**config.mk**
```make
export PLATFORM = sky130hd
export DESIGN_NAME = three_axis_moving_average_unit
export DESIGN_NICKNAME = d
export VERILOG_FILES = /design/src/hdl/tama_pkg.sv /design/src/hdl/tama_lane.sv /design/src/hdl/three_axis_moving_average_unit.sv
export SDC_FILE = /design/constraint.sdc
export NUM_CORES = 1
export LEC_CHECK = 0
export ABC_CLOCK_PERIOD_IN_PS = 12300
export BUFFER_PORTS_ARGS = -buffer_cell sky130_fd_sc_hd__buf_2
export CORE_ASPECT_RATIO = 1.5
export CORE_UTILIZATION = 65
export CTS_BUF_LIST = sky130_fd_sc_hd__clkbuf_8
export CTS_CLUSTER_DIAMETER = 120
export DETAILED_ROUTE_END_ITERATION = 6
export PLACE_DENSITY = 0.85
export SYNTH_ARGS = -nofsm -noshare
export SYNTH_HDL_FRONTEND = slang
export SYNTH_HIERARCHICAL = 1
export SYNTH_SLANG_ARGS = --single-unit
```
**constraint.sdc**
```tcl
create_clock -name clk -period 12.3 [get_ports clk]
set_input_delay 2.46 -clock clk [delete_from_list [all_inputs] [get_ports clk]]
set_output_delay 2.46 -clock clk [all_outputs]
set_load 0.01 [all_outputs]
```
**src/hdl/tama_pkg.sv**
```systemverilog
// ----------------------------------------------------------------------------
// tama_pkg
// Shared constants and types for the three-axis moving-average unit.
// ----------------------------------------------------------------------------
`default_nettype none

package tama_pkg;

    // Window length in samples.
    localparam int WINDOW = 8;

    // Slot index, window count (0..WINDOW), running-sum and step-counter widths.
    localparam int SLOT_W = (WINDOW > 1) ? $clog2(WINDOW) : 1;
    localparam int CNT_W  = $clog2(WINDOW + 1);
    localparam int SUM_W  = 16 + $clog2(WINDOW);
    localparam int STEP_W = $clog2(SUM_W + 1);

    typedef struct packed {
        logic signed [15:0] rate_x;
        logic signed [15:0] rate_y;
        logic signed [15:0] rate_z;
    } rate_t;

    typedef struct packed {
        logic signed [15:0] avg_x;
        logic signed [15:0] avg_y;
        logic signed [15:0] avg_z;
    } avg_t;

    // Control from the sequencer to every lane.
    typedef struct packed {
        logic load;  // beat accepted: update window and sum, start division
        logic step;  // one restoring-division step
    } lane_ctrl_t;

endpackage : tama_pkg

`default_nettype wire

```
**src/hdl/tama_lane.sv**
```systemverilog
// ----------------------------------------------------------------------------
// tama_lane
// One axis: sample window, running sum and a bit-serial divider.
// ----------------------------------------------------------------------------
`default_nettype none

module tama_lane (
    input  wire logic                          clk,
    input  wire logic                          rst_n,
    input  wire tama_pkg::lane_ctrl_t          ctrl,
    input  wire logic signed [15:0]            sample,
    input  wire logic [tama_pkg::SLOT_W-1:0]   slot,
    input  wire logic [tama_pkg::CNT_W-1:0]    divisor,
    output logic signed [15:0]                 avg
);

    logic signed [15:0]                win_reg [tama_pkg::WINDOW];
    logic signed [tama_pkg::SUM_W-1:0] sum_reg;
    logic signed [tama_pkg::SUM_W-1:0] sum_next;
    logic [tama_pkg::SUM_W-1:0]        mag_next;
    logic [tama_pkg::SUM_W-1:0]        quo_reg;
    logic [tama_pkg::SUM_W-1:0]        quo_next;
    logic [tama_pkg::CNT_W-1:0]        rem_reg;
    logic [tama_pkg::CNT_W-1:0]        rem_next;
    logic [tama_pkg::CNT_W:0]          rem_shift;
    logic                              neg_reg;
    logic [15:0]                       quo16;

    always_comb
    begin
        sum_next = sum_reg + tama_pkg::SUM_W'(sample) - tama_pkg::SUM_W'(win_reg[slot]);
        mag_next = sum_next[tama_pkg::SUM_W-1] ? tama_pkg::SUM_W'(-sum_next)
                                               : tama_pkg::SUM_W'(sum_next);
    end

    // Restoring step: shift in next dividend bit, subtract if it fits.
    always_comb
    begin
        rem_shift = {rem_reg, quo_reg[tama_pkg::SUM_W-1]};
        if (rem_shift >= {1'b0, divisor})
        begin
            rem_next = tama_pkg::CNT_W'(rem_shift - {1'b0, divisor});
            quo_next = {quo_reg[tama_pkg::SUM_W-2:0], 1'b1};
        end
        else
        begin
            rem_next = rem_shift[tama_pkg::CNT_W-1:0];
            quo_next = {quo_reg[tama_pkg::SUM_W-2:0], 1'b0};
        end
    end

    always_ff @(posedge clk or negedge rst_n)
    begin
        if (!rst_n)
        begin
            for (int i = 0; i < tama_pkg::WINDOW; i++)
            begin
                win_reg[i] <= '0;
            end
            sum_reg <= '0;
        end
        else if (ctrl.load)
        begin
            win_reg[slot] <= sample;
            sum_reg       <= sum_next;
        end
    end

    always_ff @(posedge clk)
    begin
        if (ctrl.load)
        begin
            quo_reg <= mag_next;
            rem_reg <= '0;
            neg_reg <= sum_next[tama_pkg::SUM_W-1];
        end
        else if (ctrl.step)
        begin
            quo_reg <= quo_next;
            rem_reg <= rem_next;
        end
    end

    // Quotient magnitude never exceeds 2^15; sign applied afterwards.
    assign quo16 = quo_reg[15:0];
    assign avg   = neg_reg ? -quo16 : quo16;

endmodule : tama_lane

`default_nettype wire

```
**src/hdl/three_axis_moving_average_unit.sv**
```systemverilog
// ----------------------------------------------------------------------------
// three_axis_moving_average_unit
// Per-axis moving average of gyro rate samples with warm-up divisor.
// ----------------------------------------------------------------------------
//
//  channel | direction | payload        | handshake
//  --------+-----------+----------------+---------------------------
//  sample  | in        | rate_x/y/z     | sample_valid, sample_stall
//  avg     | out       | avg_x/y/z      | avg_valid, avg_stall
//
//  One beat at a time: accept cycle, SUM_W divider steps (19 at WINDOW 8),
//  then the output register load; the next beat is taken only after that.
//  The step count is set by the bit-serial restoring divider in each lane.
//  Reset clears the windows, sums, slot pointer and fill flag at once.
//  A new sample beat is taken while a finished result still waits; a result
//  that is ready while the output register is full holds until avg_stall drops.
//
`default_nettype none

module three_axis_moving_average_unit (
    input  wire logic            clk,
    input  wire logic            rst_n,
    input  wire logic            sample_valid,
    output logic                 sample_stall,
    input  wire tama_pkg::rate_t sample,
    output logic                 avg_valid,
    input  wire logic            avg_stall,
    output tama_pkg::avg_t       avg
);

    typedef enum logic [1:0] {
        S_IDLE,
        S_DIV,
        S_HOLD
    } state_t;

    state_t                           state_reg;
    logic [tama_pkg::SLOT_W-1:0]      slot_reg;
    logic                             filled_reg;
    logic [tama_pkg::CNT_W-1:0]       div_reg;
    logic [tama_pkg::STEP_W-1:0]      step_reg;
    logic                             out_valid_reg;
    tama_pkg::avg_t                   out_reg;

    logic                             accept;
    logic                             out_free;
    logic [tama_pkg::CNT_W-1:0]       slot_inc;
    logic                             wrap;
    logic [tama_pkg::CNT_W-1:0]       div_next;
    tama_pkg::lane_ctrl_t             ctrl;
    tama_pkg::avg_t                   lane_avg;

    assign sample_stall = (state_reg != S_IDLE);
    assign accept       = sample_valid && !sample_stall;
    assign out_free     = !out_valid_reg || !avg_stall;

    assign ctrl.load = accept;
    assign ctrl.step = (state_reg == S_DIV);

    // Slot advance; the divisor is the count after this beat, or WINDOW once full.
    always_comb
    begin
        slot_inc = tama_pkg::CNT_W'(slot_reg) + tama_pkg::CNT_W'(1);
        wrap     = (slot_inc == tama_pkg::CNT_W'(tama_pkg::WINDOW));
        if (filled_reg || wrap)
        begin
            div_next = tama_pkg::CNT_W'(tama_pkg::WINDOW);
        end
        else
        begin
            div_next = slot_inc;
        end
    end

    // One lane per axis
    tama_lane u_lane_x (
        .clk     (clk),
        .rst_n   (rst_n),
        .ctrl    (ctrl),
        .sample  (sample.rate_x),
        .slot    (slot_reg),
        .divisor (div_reg),
        .avg     (lane_avg.avg_x)
    );

    tama_lane u_lane_y (
        .clk     (clk),
        .rst_n   (rst_n),
        .ctrl    (ctrl),
        .sample  (sample.rate_y),
        .slot    (slot_reg),
        .divisor (div_reg),
        .avg     (lane_avg.avg_y)
    );

    tama_lane u_lane_z (
        .clk     (clk),
        .rst_n   (rst_n),
        .ctrl    (ctrl),
        .sample  (sample.rate_z),
        .slot    (slot_reg),
        .divisor (div_reg),
        .avg     (lane_avg.avg_z)
    );

    // Sequencer plus merge into the output register
    always_ff @(posedge clk or negedge rst_n)
    begin
        if (!rst_n)
        begin
            state_reg     <= S_IDLE;
            slot_reg      <= '0;
            filled_reg    <= 1'b0;
            div_reg       <= '0;
            step_reg      <= '0;
            out_valid_reg <= 1'b0;
        end
        else
        begin
            // Refill wins over drain when both happen at one edge
            if (state_reg == S_HOLD && out_free)
            begin
                out_valid_reg <= 1'b1;
            end
            else if (out_valid_reg && !avg_stall)
            begin
                out_valid_reg <= 1'b0;
            end
            unique case (state_reg)
                S_IDLE:
                begin
                    if (accept)
                    begin
                        slot_reg   <= wrap ? '0 : slot_inc[tama_pkg::SLOT_W-1:0];
                        filled_reg <= filled_reg || wrap;
                        div_reg    <= div_next;
                        step_reg   <= '0;
                        state_reg  <= S_DIV;
                    end
                end
                S_DIV:
                begin
                    step_reg <= step_reg + tama_pkg::STEP_W'(1);
                    if (step_reg == tama_pkg::STEP_W'(tama_pkg::SUM_W - 1))
                    begin
                        state_reg <= S_HOLD;
                    end
                end
                S_HOLD:
                begin
                    if (out_free)
                    begin
                        state_reg <= S_IDLE;
                    end
                end
                default:
                begin
                    state_reg <= S_IDLE;
                end
            endcase
        end
    end

    always_ff @(posedge clk)
    begin
        if (state_reg == S_HOLD && out_free)
        begin
            out_reg <= lane_avg;
        end
    end

    assign avg_valid = out_valid_reg;
    assign avg       = out_reg;

endmodule : three_axis_moving_average_unit

`default_nettype wire
```
==> metrics <==
status finished clean; Post-DP HPWL roughly 53000 um; total grt overflow 0; Setup crit end kind flip-flop; WL/cell a little over 20 um; nets@finish 3315; ys flop type dfrtp_1; CTS Buf Count 88; WP data required 12.86 ns; highest net fanout along the worst path 67; vias in the first global route 25045; row cnt 99; FMAX approximately 0.14 GHz; share of the synthesized area in the top cell type roughly 36%; fin cells between 3000 and 4000; Max-cap violations 0; Hold WS around 0.48 ns; initial antenna violation count 5; reg2reg setup slack about 5.2 ns; synth top area cells dfrtp_1 (36%), edfxtp_1 (10%), mux2_2 (9.9%); Hold-fix buffers, CTS 0; critical path class flip-flop to flip-flop; most frequent cell after synthesis dfrtp_1; Critical path origin slot_reg[0]; Clock transition at path regs roughly 0.07 ns; routability cong. ~0.94; Slew Limit Headroom around 8.3%; Via-to-Cell Ratio between 6 and 7; core area between 40000 and 50000 um^2; cell area after technology mapping 32200 um^2; Post-synth EDFFs about 110; Pre-Repair DR Iteration Count 7; Fillers about 3400; startpoint types flip-flop; H-tree levels 3; WP data arrival roughly 7.6 ns; first-pass GRT wire length 126000 um; DRC viols 0; worst min path class flip-flop to flip-flop; DRT Wirelength ~80000 um; drt initial violations between 1500 and 2000; crit path time final 7.07 ns; setup violators final 0; Routed Antenna Nets 0; CTS Buffer Depth 3; Post-CTS Setup Repair Bufs 0; clock tree root buffer cell clkbuf_8; worst-margin pin slew approximately 1.4 ns; fraction of layout cells with a size suffix above 1 slightly below 20%; Slew Viols, Final 0; most frequent cells after synthesis dfrtp_1 (457), nand2_1 (286), o21ai_0 (286), mux2_2 (282), inv_1 (241); Finished Core Util a little under three quarters; R2R Path Start slot_reg[0]; Vias ~24000; crit path capture u_lane_x/quo_reg[14]; synth warn 6; # IOs approximately 100; clock sink count about 580; final hold violations 0; Die X-Extent between 150 and 200 um; Die Y between 200 and 300 um; fin crit share a little under three fifths; reg2reg path depth 16; Die Area roughly 50000 um^2; Worst-Skew Late Latency between 0.7 and 0.8 ns; synthesized area per cell roughly 10 um^2; TritonCTS clock tree built; Initial Util ~66%; post-synthesis cell type count between 100 and 150; post-cts gate resize count 0; Yosys top cell by area dfrtp_1; ys async rst share between 70% and 80%; gr usage total around a third; FF-to-FF End u_lane_x/quo_reg[14]; Gate Count Post-Synth 3074; largest net degree at the start of global routing about 190; Net Count, Synth between 3000 and 4000; unrepaired setup endpoints after global routing no; Layout area overhead 8.89%; register bit total from synthesis 577; Cell Count Post-Placement approximately 3700; skew final just under 0.05 ns; Setup TNS 0 ns; Seq/Total Area, Yosys between 40% and 50%; port bufs roughly 100
## critical path, stage by stage, from the launching register on
cell	delay, ns
dfrtp_4	0.94
buf_4	0.73
buf_4	0.74
and2_1	0.63
a21oi_1	0.15
o21ai_0	0.36
fa_1	0.49
inv_1	0.08
ha_1	0.30
a21oi_1	0.25
o21ai_0	0.17
and3_1	0.24
nor3_1	0.37
a211o_1	0.43
nand2_1	0.34
or3_1	0.45
a31oi_1	0.17
## kinds of logic after synthesis
family | count (synthesis) | share of synthesized area (%)
XOR/XNOR | 120 | 3.34
multiplexers | 382 | 13.1
adder cells (fa/ha/maj) | 138 | 6.70
flip-flops | 577 | 46.4
buffers and inverters | 410 | 5.03
AO/OA/AOI/OAI | 729 | 14.7
AND/OR/NAND/NOR | 718 | 10.6
## cell type report
type                    count  area (um^2)  share of cell area [%]
flip-flops and latches    577        14900                    42.6
inverters                 245          925                    2.64
well taps                 656          821                    2.34
clock buffers             112         1540                    4.40
diodes                      3         7.51                  0.0214
clock inverters            48          384                    1.10
repair buffers            126          716                    2.04
multi-input cells        2087        15700                    44.8
## metrics by stage
stage / cell area [um^2] / setup slack [ns]
floorplan: 32200 / 6.39
global placement: 33100 / 5.42
detailed placement: 33100 / 5.33
CTS: 35000 / 5.30
global route: 35000 / 4.81
finish: 35000 / 5.23
## metal layers
| metal | wire (um) | vias up | GRT usage (%) |
|---|---|---|---|
| met4 | 4020 | 4 | 19.6 |
| met2 | 41000 | 943 | 56.1 |
| met1 | 29400 | 12026 | 35.8 |
| met3 | 4270 | 262 | 4.74 |
| met5 | 30 | - | 0 |
| li1 | - | 10979 | - |
## how the worst min path moves through the flow
stage | from | slack, ns | endpoint | cells after the start
6_report | u_lane_x/rem_reg[3] | 0.48 | u_lane_x/rem_reg[3] | 2
5_1_grt | u_lane_y/win_reg[11] | 0.50 | u_lane_y/win_reg[11] | 2
3_5_place_dp | u_lane_x/rem_reg[3] | 0.46 | u_lane_x/rem_reg[3] | 2
3_3_place_gp | u_lane_y/win_reg[77] | 0.46 | u_lane_y/win_reg[77] | 2
4_1_cts | u_lane_x/rem_reg[3] | 0.48 | u_lane_x/rem_reg[3] | 2
2_1_floorplan | u_lane_x/win_reg[37] | 0.44 | u_lane_x/win_reg[37] | 2
## cells in the final DEF (no fill, tap or decap), types with 48 or more instances in the layout
master / instances
dfrtp_1: 454
o21ai_0: 286
nand2_1: 286
mux2_2: 282
inv_1: 260
nor2_1: 176
a21oi_1: 113
clkbuf_8: 112
edfxtp_1: 108
buf_2: 100
mux2i_1: 96
xnor2_1: 83
ha_1: 81
fa_1: 57
a22oi_1: 48
Power is not shown: default switching activity piles up to over one toggle a cycle in this logic, so the estimate is an artifact.
